==> src/hdl/peer_learning_table_with_aging_assert.svh <==
// Assertion macros shared by the peer learning table modules.
`ifndef PEER_LEARNING_TABLE_WITH_AGING_ASSERT_SVH
`define PEER_LEARNING_TABLE_WITH_AGING_ASSERT_SVH

`ifndef ASSERT_OFF
// Checked on clk while rst_n is high.
`define PLT_ASSERT(lbl, prop, msg) \
  lbl: assert property (@(posedge clk) disable iff (!rst_n) prop) else $error(msg);
// Checked on clk at every edge, reset included.
`define PLT_ASSERT_ALWAYS(lbl, prop, msg) \
  lbl: assert property (@(posedge clk) prop) else $error(msg);
`else
`define PLT_ASSERT(lbl, prop, msg)
`define PLT_ASSERT_ALWAYS(lbl, prop, msg)
`endif

`endif

==> src/hdl/plt_pkg.sv <==
// Shared types and constants of the peer learning table.
`default_nettype none

package plt_pkg;

  // Request codes of an input item.
  localparam logic [1:0] REQ_PACKET = 2'd0;
  localparam logic [1:0] REQ_TICK   = 2'd1;
  localparam logic [1:0] REQ_ADD    = 2'd2;

  // Configuration register indexes.
  localparam logic [2:0] CFG_DISC_EN    = 3'd0;
  localparam logic [2:0] CFG_OWN_NONCE  = 3'd1;
  localparam logic [2:0] CFG_HELLO_PER  = 3'd2;
  localparam logic [2:0] CFG_IDLE_LIMIT = 3'd3;
  localparam logic [2:0] CFG_DISC_MAGIC = 3'd4;
  localparam logic [2:0] CFG_DATA_MAGIC = 3'd5;
  localparam logic [2:0] CFG_HELLO_LEN  = 3'd6;

  // Reset values of the configuration registers.
  localparam logic [31:0] OWN_NONCE_RST  = 32'hA5A5_A5A5;
  localparam logic [15:0] HELLO_PER_RST  = 16'd60;
  localparam logic [15:0] IDLE_LIMIT_RST = 16'd900;
  localparam logic [9:0]  HELLO_LEN_RST  = 10'd12;

  // Packets shorter than this are rejected outright.
  localparam logic [9:0]  MIN_PACKET_LEN = 10'd12;
  localparam logic [15:0] COUNT_SAT      = 16'hFFFF;

  // Result action codes.
  typedef enum logic [3:0] {
    ACT_SHORT     = 4'd0,
    ACT_OWN_HELLO = 4'd1,
    ACT_NEW_PEER  = 4'd2,
    ACT_REFRESH   = 4'd3,
    ACT_DATA      = 4'd4,
    ACT_FULL      = 4'd5,
    ACT_UNKNOWN   = 4'd6,
    ACT_TICK      = 4'd7,
    ACT_PINNED    = 4'd8,
    ACT_ADD_FAIL  = 4'd9
  } action_t;

  // Commands from the controller to the datapath.
  typedef struct packed {
    logic load;
    logic execute;
  } ctrl_cmd_t;

endpackage

`default_nettype wire

==> src/hdl/plt_ctrl.sv <==
// Controller state machine of the peer learning table.
`default_nettype none
`include "peer_learning_table_with_aging_assert.svh"

module plt_ctrl (
  input  wire logic              clk,
  input  wire logic              rst_n,
  input  wire logic              start,
  output logic                   busy,
  output logic                   out_valid,
  output plt_pkg::ctrl_cmd_t     cmd
);
  import plt_pkg::*;

  typedef enum logic {
    S_IDLE,
    S_EXEC
  } state_t;

  state_t state_r, state_nxt;
  logic   out_valid_r, out_valid_nxt;
  logic   accept;

  assign accept = start && (state_r == S_IDLE);

  // Next state: an accepted item is executed in the following cycle.
  always_comb begin
    state_nxt     = state_r;
    out_valid_nxt = 1'b0;
    case (state_r)
      S_IDLE: begin
        if (accept) state_nxt = S_EXEC;
      end
      S_EXEC: begin
        state_nxt     = S_IDLE;
        out_valid_nxt = 1'b1;
      end
      default: state_nxt = S_IDLE;
    endcase
  end

  // State and the registered result strobe.
  always_ff @(posedge clk) begin
    if (!rst_n) begin
      state_r     <= S_IDLE;
      out_valid_r <= 1'b0;
    end else begin
      state_r     <= state_nxt;
      out_valid_r <= out_valid_nxt;
    end
  end

  assign busy        = (state_r == S_EXEC);
  assign out_valid   = out_valid_r;
  assign cmd.load    = accept;
  assign cmd.execute = (state_r == S_EXEC);

  `PLT_ASSERT(a_strobe_after_exec, out_valid |-> $past(state_r == S_EXEC), "strobe without execute")
  `PLT_ASSERT(a_accept_then_busy, accept |=> busy, "accepted item not executed")
  `PLT_ASSERT(a_single_strobe, out_valid |=> !out_valid, "result strobe held longer than one cycle")

endmodule

`default_nettype wire

==> src/hdl/plt_datapath.sv <==
// Datapath of the peer learning table: configuration, peer entries and result registers.
`default_nettype none
`include "peer_learning_table_with_aging_assert.svh"

module plt_datapath #(
  parameter int PEER_SLOTS = 8
) (
  input  wire logic               clk,
  input  wire logic               rst_n,
  input  plt_pkg::ctrl_cmd_t      cmd,
  input  wire logic               cfg_we,
  input  wire logic [2:0]         cfg_index,
  input  wire logic [31:0]        cfg_data,
  input  wire logic [1:0]         in_req_type,
  input  wire logic [31:0]        in_src_addr,
  input  wire logic [15:0]        in_src_port,
  input  wire logic [31:0]        in_first_word,
  input  wire logic [31:0]        in_third_word,
  input  wire logic [9:0]         in_packet_length,
  output logic [3:0]              out_action,
  output logic [2:0]              out_peer_index,
  output logic                    out_send_broadcast_hello,
  output logic [7:0]              out_expired_mask,
  output logic [3:0]              out_peer_count
);
  import plt_pkg::*;

  localparam int SW = (PEER_SLOTS > 1) ? $clog2(PEER_SLOTS) : 1;
  localparam int CW = $clog2(PEER_SLOTS + 1);

  // Configuration registers.
  logic        disc_en_r;
  logic [31:0] own_nonce_r;
  logic [15:0] hello_per_r;
  logic [15:0] idle_limit_r;
  logic [31:0] disc_magic_r;
  logic [31:0] data_magic_r;
  logic [9:0]  hello_len_r;

  // Captured input item.
  logic [1:0]  req_r;
  logic [31:0] addr_r;
  logic [15:0] port_r;
  logic [31:0] word0_r;
  logic [31:0] word2_r;
  logic [9:0]  len_r;

  // Peer entries and the hello timer.
  logic [PEER_SLOTS-1:0] used_r, used_nxt;
  logic [PEER_SLOTS-1:0] pinned_r, pinned_nxt;
  logic [15:0]           idle_r [PEER_SLOTS];
  logic [15:0]           idle_nxt [PEER_SLOTS];
  logic [31:0]           ent_addr_r [PEER_SLOTS];
  logic [15:0]           ent_port_r [PEER_SLOTS];
  logic [15:0]           timer_r, timer_nxt;

  // Result registers.
  action_t               act_r, act_nxt;
  logic [SW-1:0]         idx_r, idx_nxt;
  logic                  hello_r, hello_nxt;
  logic [PEER_SLOTS-1:0] expired_r, expired_nxt;
  logic [CW-1:0]         count_r, count_nxt;

  // Lookup and allocation.
  logic [PEER_SLOTS-1:0] hit_vec;
  logic                  hit_any, free_any;
  logic [SW-1:0]         hit_idx, free_idx;
  logic                  learn, learn_pinned, touch;
  logic [SW-1:0]         touch_idx;
  logic [15:0]           timer_inc;

  // Configuration writes; indexes beyond the list are ignored.
  always_ff @(posedge clk) begin
    if (!rst_n) begin
      disc_en_r    <= 1'b0;
      own_nonce_r  <= OWN_NONCE_RST;
      hello_per_r  <= HELLO_PER_RST;
      idle_limit_r <= IDLE_LIMIT_RST;
      disc_magic_r <= '0;
      data_magic_r <= '0;
      hello_len_r  <= HELLO_LEN_RST;
    end else if (cfg_we) begin
      case (cfg_index)
        CFG_DISC_EN:    disc_en_r    <= cfg_data[0];
        CFG_OWN_NONCE:  own_nonce_r  <= cfg_data;
        CFG_HELLO_PER:  hello_per_r  <= cfg_data[15:0];
        CFG_IDLE_LIMIT: idle_limit_r <= cfg_data[15:0];
        CFG_DISC_MAGIC: disc_magic_r <= cfg_data;
        CFG_DATA_MAGIC: data_magic_r <= cfg_data;
        CFG_HELLO_LEN:  hello_len_r  <= cfg_data[9:0];
        default: ;
      endcase
    end
  end

  // Capture the item on its transfer.
  always_ff @(posedge clk) begin
    if (cmd.load) begin
      req_r   <= in_req_type;
      addr_r  <= in_src_addr;
      port_r  <= in_src_port;
      word0_r <= in_first_word;
      word2_r <= in_third_word;
      len_r   <= in_packet_length;
    end
  end

  // Parallel match against every used entry, and the lowest free slot.
  always_comb begin
    hit_idx  = '0;
    free_idx = '0;
    for (int i = 0; i < PEER_SLOTS; i++) begin
      hit_vec[i] = used_r[i] && (ent_addr_r[i] == addr_r) && (ent_port_r[i] == port_r);
    end
    for (int i = PEER_SLOTS - 1; i >= 0; i--) begin
      if (hit_vec[i]) hit_idx = SW'(i);
      if (!used_r[i]) free_idx = SW'(i);
    end
    hit_any  = |hit_vec;
    free_any = ~&used_r;
  end

  // Classification of the item.
  always_comb begin
    act_nxt      = ACT_UNKNOWN;
    idx_nxt      = '0;
    learn        = 1'b0;
    learn_pinned = 1'b0;
    touch        = 1'b0;
    touch_idx    = hit_idx;
    case (req_r)
      REQ_PACKET: begin
        if (len_r < MIN_PACKET_LEN) begin
          act_nxt = ACT_SHORT;
        end else if (word0_r == disc_magic_r) begin
          if ((len_r >= hello_len_r) && (word2_r == own_nonce_r)) begin
            act_nxt = ACT_OWN_HELLO;
          end else if (hit_any) begin
            act_nxt = ACT_REFRESH;
            idx_nxt = hit_idx;
            touch   = 1'b1;
          end else if (free_any) begin
            act_nxt = ACT_NEW_PEER;
            idx_nxt = free_idx;
            learn   = 1'b1;
          end else begin
            act_nxt = ACT_FULL;
          end
        end else if (word0_r == data_magic_r) begin
          if (hit_any) begin
            act_nxt = ACT_DATA;
            idx_nxt = hit_idx;
            touch   = 1'b1;
          end else if (free_any) begin
            act_nxt = ACT_DATA;
            idx_nxt = free_idx;
            learn   = 1'b1;
          end else begin
            act_nxt = ACT_FULL;
          end
        end else begin
          act_nxt = ACT_UNKNOWN;
        end
      end
      REQ_TICK: act_nxt = ACT_TICK;
      REQ_ADD: begin
        if (free_any) begin
          act_nxt      = ACT_PINNED;
          idx_nxt      = free_idx;
          learn        = 1'b1;
          learn_pinned = 1'b1;
        end else begin
          act_nxt = ACT_ADD_FAIL;
        end
      end
      default: act_nxt = ACT_UNKNOWN;
    endcase
  end

  // Hello timer on a tick.
  always_comb begin
    timer_inc = (timer_r != COUNT_SAT) ? timer_r + 16'd1 : timer_r;
    timer_nxt = timer_r;
    hello_nxt = 1'b0;
    if ((req_r == REQ_TICK) && disc_en_r) begin
      if (timer_inc >= hello_per_r) begin
        timer_nxt = '0;
        hello_nxt = 1'b1;
      end else begin
        timer_nxt = timer_inc;
      end
    end
  end

  // Entry updates: learning, refresh and ageing of unpinned peers.
  always_comb begin
    used_nxt    = used_r;
    pinned_nxt  = pinned_r;
    expired_nxt = '0;
    for (int i = 0; i < PEER_SLOTS; i++) begin
      idle_nxt[i] = idle_r[i];
      if (req_r == REQ_TICK) begin
        if (used_r[i] && !pinned_r[i]) begin
          idle_nxt[i] = (idle_r[i] != COUNT_SAT) ? idle_r[i] + 16'd1 : idle_r[i];
          if (idle_nxt[i] >= idle_limit_r) begin
            used_nxt[i]    = 1'b0;
            expired_nxt[i] = 1'b1;
          end
        end
      end else if (learn && (free_idx == SW'(i))) begin
        used_nxt[i]   = 1'b1;
        pinned_nxt[i] = learn_pinned;
        idle_nxt[i]   = '0;
      end else if (touch && (touch_idx == SW'(i))) begin
        idle_nxt[i] = '0;
      end
    end
  end

  // Number of used entries after the step.
  always_comb begin
    count_nxt = '0;
    for (int i = 0; i < PEER_SLOTS; i++) begin
      count_nxt = count_nxt + CW'(used_nxt[i]);
    end
  end

  // Entry state and timer.
  always_ff @(posedge clk) begin
    if (!rst_n) begin
      used_r   <= '0;
      pinned_r <= '0;
      timer_r  <= COUNT_SAT;
      for (int i = 0; i < PEER_SLOTS; i++) idle_r[i] <= '0;
    end else if (cmd.execute) begin
      used_r   <= used_nxt;
      pinned_r <= pinned_nxt;
      timer_r  <= timer_nxt;
      for (int i = 0; i < PEER_SLOTS; i++) idle_r[i] <= idle_nxt[i];
    end
  end

  // Address and port of a newly learned slot.
  always_ff @(posedge clk) begin
    if (cmd.execute && learn && (req_r != REQ_TICK)) begin
      ent_addr_r[free_idx] <= addr_r;
      ent_port_r[free_idx] <= port_r;
    end
  end

  // Result registers.
  always_ff @(posedge clk) begin
    if (cmd.execute) begin
      act_r     <= act_nxt;
      idx_r     <= idx_nxt;
      hello_r   <= hello_nxt;
      expired_r <= expired_nxt;
      count_r   <= count_nxt;
    end
  end

  assign out_action               = act_r;
  assign out_peer_index           = 3'(idx_r);
  assign out_send_broadcast_hello = hello_r;
  assign out_expired_mask         = 8'(expired_r);
  assign out_peer_count           = 4'(count_r);

  `PLT_ASSERT(a_count_matches, $past(cmd.execute) |-> (int'(count_r) == $countones(used_r)), "peer count differs from used entries")
  `PLT_ASSERT(a_pinned_kept, (cmd.execute && (req_r == REQ_TICK)) |=> ((used_r & pinned_r) == $past(used_r & pinned_r)), "pinned peer lost on tick")
  `PLT_ASSERT(a_tick_only_fields, ($past(cmd.execute) && (act_r != ACT_TICK)) |-> ((expired_r == '0) && !hello_r), "tick fields set on non-tick result")

endmodule

`default_nettype wire

==> src/hdl/peer_learning_table_with_aging.sv <==
// Top level of the peer learning table with ageing.
//
// Items arrive on the in_ ports and transfer at a clock edge where start is
// high and busy is low. An item is a received packet, a tick or a request to
// add a pinned peer. Each item gives one result on the out_ ports, marked by
// out_valid for exactly one cycle, registered with the results as the
// execute state ends. The receiver cannot hold results off; none is needed,
// as one result is delivered per item. No item is taken while busy: the item
// is captured on transfer, then the execute state compares it with all
// entries in parallel and updates table, ageing counters and hello timer.
// Configuration registers are written on the cfg_ channel whenever cfg_valid
// is high; cfg_ready is always high. Write them only while no item is in
// flight. Indexes beyond the register list are accepted and ignored.
// A synchronous active-low reset empties the table, saturates the hello
// timer and restores the configuration defaults; no clearing pass is needed.
`default_nettype none

module peer_learning_table_with_aging #(
  parameter int PEER_SLOTS = 8
) (
  input  wire logic        clk,
  input  wire logic        rst_n,
  input  wire logic        start,
  output logic             busy,
  input  wire logic [1:0]  in_req_type,
  input  wire logic [31:0] in_src_addr,
  input  wire logic [15:0] in_src_port,
  input  wire logic [31:0] in_first_word,
  input  wire logic [31:0] in_third_word,
  input  wire logic [9:0]  in_packet_length,
  output logic             out_valid,
  output logic [3:0]       out_action,
  output logic [2:0]       out_peer_index,
  output logic             out_send_broadcast_hello,
  output logic [7:0]       out_expired_mask,
  output logic [3:0]       out_peer_count,
  input  wire logic        cfg_valid,
  output logic             cfg_ready,
  input  wire logic [2:0]  cfg_index,
  input  wire logic [31:0] cfg_data
);
  import plt_pkg::*;

  ctrl_cmd_t cmd;

  // Configuration writes are always taken.
  assign cfg_ready = 1'b1;

  plt_ctrl u_ctrl (
    .clk       (clk),
    .rst_n     (rst_n),
    .start     (start),
    .busy      (busy),
    .out_valid (out_valid),
    .cmd       (cmd)
  );

  plt_datapath #(
    .PEER_SLOTS (PEER_SLOTS)
  ) u_datapath (
    .clk                      (clk),
    .rst_n                    (rst_n),
    .cmd                      (cmd),
    .cfg_we                   (cfg_valid && cfg_ready),
    .cfg_index                (cfg_index),
    .cfg_data                 (cfg_data),
    .in_req_type              (in_req_type),
    .in_src_addr              (in_src_addr),
    .in_src_port              (in_src_port),
    .in_first_word            (in_first_word),
    .in_third_word            (in_third_word),
    .in_packet_length         (in_packet_length),
    .out_action               (out_action),
    .out_peer_index           (out_peer_index),
    .out_send_broadcast_hello (out_send_broadcast_hello),
    .out_expired_mask         (out_expired_mask),
    .out_peer_count           (out_peer_count)
  );

endmodule

`default_nettype wire
==> config.mk <==
export PLATFORM = sky130hd
export DESIGN_NAME = peer_learning_table_with_aging
export DESIGN_NICKNAME = d
export VERILOG_FILES = /design/src/hdl/plt_pkg.sv /design/src/hdl/plt_ctrl.sv /design/src/hdl/plt_datapath.sv /design/src/hdl/peer_learning_table_with_aging.sv
export VERILOG_INCLUDE_DIRS = /design/src /design/src/hdl
export SDC_FILE = /design/constraint.sdc
export NUM_CORES = 2
export LEC_CHECK = 0
export BUFFER_PORTS_ARGS = -buffer_cell sky130_fd_sc_hd__buf_2
export CAP_MARGIN = 20
export CORE_ASPECT_RATIO = 1.4
export CORE_MARGIN = 2
export CORE_UTILIZATION = 47
export CTS_BUF_LIST = sky130_fd_sc_hd__clkbuf_16
export DETAILED_ROUTE_END_ITERATION = 8
export GPL_TIMING_DRIVEN = 0
export PLACE_DENSITY = 0.67
export SLEW_MARGIN = 20
export SYNTH_ARGS = -nofsm -noshare
export SYNTH_HDL_FRONTEND = slang
export SYNTH_SLANG_ARGS = --single-unit
==> constraint.sdc <==
create_clock -name clk -period 11.6 [get_ports clk]
set_input_delay 2.32 -clock clk [delete_from_list [all_inputs] [get_ports clk]]
set_output_delay 2.32 -clock clk [all_outputs]
set_load 0.02 [all_outputs]
==> flow_metrics.env <==
export IMPL_grt_pass1_vias=29400
export IMPL_end_kind="register"
export IMPL_initial_core_util_pct=47.3
export IMPL_r2r_end="u_datapath.out_peer_count[2]"
export IMPL_leakagePower_nw=16.8
export IMPL_whs_endpoint="u_datapath.hello_len_r[7]"
export IMPL_final_common_cell="edfxtp_1"
export IMPL_power_density_nw_per_um2=144
export IMPL_die_w_um=254
export IMPL_cp_arrival_ns=7.67
export IMPL_routed_wl_um=138000
export IMPL_root_buffer="clkbuf_16"
export IMPL_r2r_start="u_datapath.port_r[8]"
export IMPL_hp_class="register to register"
export IMPL_holdPathStages=2
export IMPL_route_detailed_drc=0
export IMPL_drv_slew=0
export IMPL_cts_tree="built"
export IMPL_syn_area_per_cell_um2=11.4
export IMPL_netlist_top_cells_area="edfxtp_1, dfxtp_1, xnor2_1"
export IMPL_finalHoldViolCount=0
export IMPL_dp_cells=5019
export IMPL_yosysUniqueCellTypes=82
export IMPL_slew_limit_headroom_pct=10.9
export IMPL_ys_seq_elements=829
export IMPL_holdWs_ns=0.455
export IMPL_grt_overflow=0
export IMPL_min_period_over_period_pct=62.1
export IMPL_netlist_area_leader_share_pct=48.0
export IMPL_p_sw_w=0.00171
export IMPL_dr_pass1_iters=5
export IMPL_ioPinCount=186
export IMPL_postCtsSetupRepairBufs=0
export IMPL_finClkSkew_ns=0.0610
export IMPL_grt_setup_unrepaired="no"
export IMPL_fp_dieH_um=354
export IMPL_yosysSeqAreaShare_pct=56.4
export IMPL_cts_resized=0
export IMPL_ys_flop_type="edfxtp_1"
export IMPL_grt_usage_pct=30.6
export IMPL_critPathKind="register to register"
export IMPL_seqPwrFrac_pct=50.4
export IMPL_switching_share_pct=25.3
export IMPL_detail_route_vias_per_cell=5.84
export IMPL_drive_gt1_share_pct=11.8
export IMPL_dr_first_iter_drc_count=3164
export IMPL_synth_warnings=0
export IMPL_drv_cap=0
export IMPL_critPathMaxFanout=10
export IMPL_max_clock_freq_mhz=139
export IMPL_syn_cell_area_um2=41100
export IMPL_p_int_w=0.00504
export IMPL_drtAntennaViolNets=0
export IMPL_rows=128
export IMPL_area_delta_synth_final_pct=14.2
export IMPL_final_cells=5177
export IMPL_setup_viol=0
export IMPL_worst_pin_slew_ns=1.32
export IMPL_synth_edf_count=656
export IMPL_clk_latency_ns=0.69
export IMPL_hpwl_um=105000
export IMPL_grt_first_pass_wirelength_um=196000
export IMPL_status="finished clean"
export IMPL_period_minus_slack_ns=7.20
export IMPL_htreeDepth=3
export IMPL_wire_per_inst_um=26.7
export IMPL_vias=30200
export IMPL_synth_top_cell_by_area="edfxtp_1"
export IMPL_irDropWorstVdd_v=0.000134
export IMPL_mostFrequentLayoutCells="edfxtp_1, nand2_1, xnor2_1, buf_2, xor2_1"
export IMPL_ff2ff_setup_slack_ns=4.40
export IMPL_die_area_um2=89800
export IMPL_grt_max_degree=24
export IMPL_clkPwrFrac_pct=40.8
export IMPL_synth_cells=3591
export IMPL_rr_worst_depth=19
export IMPL_async_flop_share_pct=0
export IMPL_clock_sinks=829
export IMPL_path_clk_slew_ns=0.06
export IMPL_holdBufCountCts=0
export IMPL_place_congestion=0.992
export IMPL_nFillCells=7776
export IMPL_nets=4268
export IMPL_combPwrFrac_pct=8.8
export IMPL_io_buffers=183
export IMPL_clock_path_buffers=3
export IMPL_numCtsBuffers=84
export IMPL_start_kind="register"
export IMPL_worstPathRequired_ns=12.07
export IMPL_antenna_found_initial=5
export IMPL_syn_nets=3924
export IMPL_min_from="u_datapath.hello_len_r[7]"
export IMPL_core_area_um2=86800
[critical path: stages (launching register included)]
cell and delay (ns):
edfxtp_1 0.70, buf_2 0.41, xnor2_1 0.75, nand4_1 0.57
nor3_1 0.31, nand4_1 0.17, o21ai_0 0.52, nor4_2 0.20
a21oi_4 0.41, buf_6 0.20, nand2b_1 0.11, a21oi_1 0.10
ha_1 0.30, fa_1 0.48, inv_1 0.05, fa_1 0.49
inv_1 0.05, fa_1 0.45, fa_1 0.40, xor2_1 0.29
[power groups by stage]
stage | Clock, W | Combinational [W] | Sequential [W]
global placement | 0 | 0.000562 | 0.00347
CTS | 0.00278 | 0.000588 | 0.00340
floorplan | 0 | 0.000347 | 0.00342
detailed placement | 0 | 0.000584 | 0.00346
global route | 0.00289 | 0.000639 | 0.00340
finish | 0.00275 | 0.000596 | 0.00340
[metal layers]
| layer | GRT usage, % | wire length, um | part of all wire (%) |
|---|---|---|---|
| met1 | 34.8 | 49300 | 36 |
| met2 | 51.3 | 66200 | 48 |
| met3 | 3.46 | 8860 | 6.4 |
| met4 | 26.2 | 14100 | 10 |
| met5 | 0 | 0 | 0 |
[cell usage after synthesis (all sizes together) (5+ instances only)]
library cell / n
nor2: 127
o2111ai: 13
mux2i: 12
nand2: 410
a211oi: 11
o22ai: 7
dfxtp: 173
a2111oi: 8
nor3: 57
edfxtp: 656
mux2: 6
o31ai: 8
nor2b: 120
nor4: 110
a41oi: 5
ha: 166
a21oi: 205
nand4: 149
inv: 104
a31oi: 13
nor4b: 13
nand2b: 96
o211ai: 12
nand3: 123
xor2: 243
and4: 29
o21ai: 68
buf: 55
a221o: 8
clkbuf: 87
o21a: 26
a311oi: 5
or3: 10
xnor2: 279
or4: 12
a21o: 41
and3: 40
and2: 18
[per-stage QoR]
| stage | setup slack (ns) | total power (W) | instance area, um^2 | util, % | setup TNS (ns) |
|---|---|---|---|---|---|
| 2_1_floorplan | 3.28 | 0.00376 | 41100 | - | 0 |
| 3_3_place_gp | -2.05 | 0.00403 | 43500 | 50.1 | -304.23 |
| 3_5_place_dp | 4.57 | 0.00404 | 44200 | 50.9 | 0 |
| 4_1_cts | 4.52 | 0.00676 | 46900 | 54.0 | 0 |
| 5_1_grt | 4.03 | 0.00694 | 46900 | 54.1 | 0 |
| 6_report | 4.40 | 0.00675 | 46900 | 54.1 | 0 |
[flip-flops by register name (all words and copies together), names as in the netlist, 2 cells and up]
register and cells:
u_datapath.out_action 4, u_datapath.out_peer_index 3, u_datapath.used_r 8, u_datapath.data_magic_r 32
u_datapath.addr_r 32, u_datapath.ent_addr_r 256, u_datapath.req_r 2, u_datapath.disc_magic_r 32
u_datapath.word2_r 32, u_datapath.ent_port_r 128, u_datapath.idle_r 128, u_datapath.pinned_r 8
u_datapath.timer_r 16, u_datapath.idle_limit_r 16, u_datapath.hello_per_r 16, u_datapath.hello_len_r 10
u_datapath.len_r 10, u_datapath.out_expired_mask 8, u_datapath.port_r 16, u_datapath.own_nonce_r 32
u_datapath.word0_r 32, u_datapath.out_peer_count 4
[layout make-up]
cell class / instances / area (um^2) / share of cell area, %
inverter: 104 / 390 / 0.832
multi-input combinational: 2516 / 17000 / 36.2
antenna: 5 / 12.5 / 0.0267
tap: 1170 / 1460 / 3.12
sequential: 829 / 23200 / 49.4
clock inverter: 65 / 542 / 1.15
clock buffer: 88 / 2200 / 4.69
buffer: 142 / 638 / 1.36
timing repair buffer: 258 / 1540 / 3.28
[worst max-delay path by stage]
stage                                   endpoint                     start  slack, ns  cells after the start
floorplan                   u_datapath.addr_r[0]                     start       3.28                      1
global placement          u_datapath.pinned_r[1]      u_datapath.port_r[8]      -2.05                     10
detailed placement  u_datapath.out_peer_count[2]  u_datapath.idle_r[0][19]       4.57                     24
CTS                 u_datapath.out_peer_count[2]  u_datapath.idle_r[0][19]       4.52                     24
global route        u_datapath.out_peer_count[2]  u_datapath.idle_r[0][19]       4.03                     24
finish              u_datapath.out_peer_count[2]      u_datapath.port_r[8]       4.40                     19
[cell families after synthesis]
logic type | share of synthesized area (%)
mux | 0.457
other cells | 0.00913
compound gates | 7.16
flops | 56.4
fa+ha+maj | 5.25
xor+xnor | 11.2
buf+inv | 2.50
simple gates | 17.0
(Power assumes the default switching activity.)
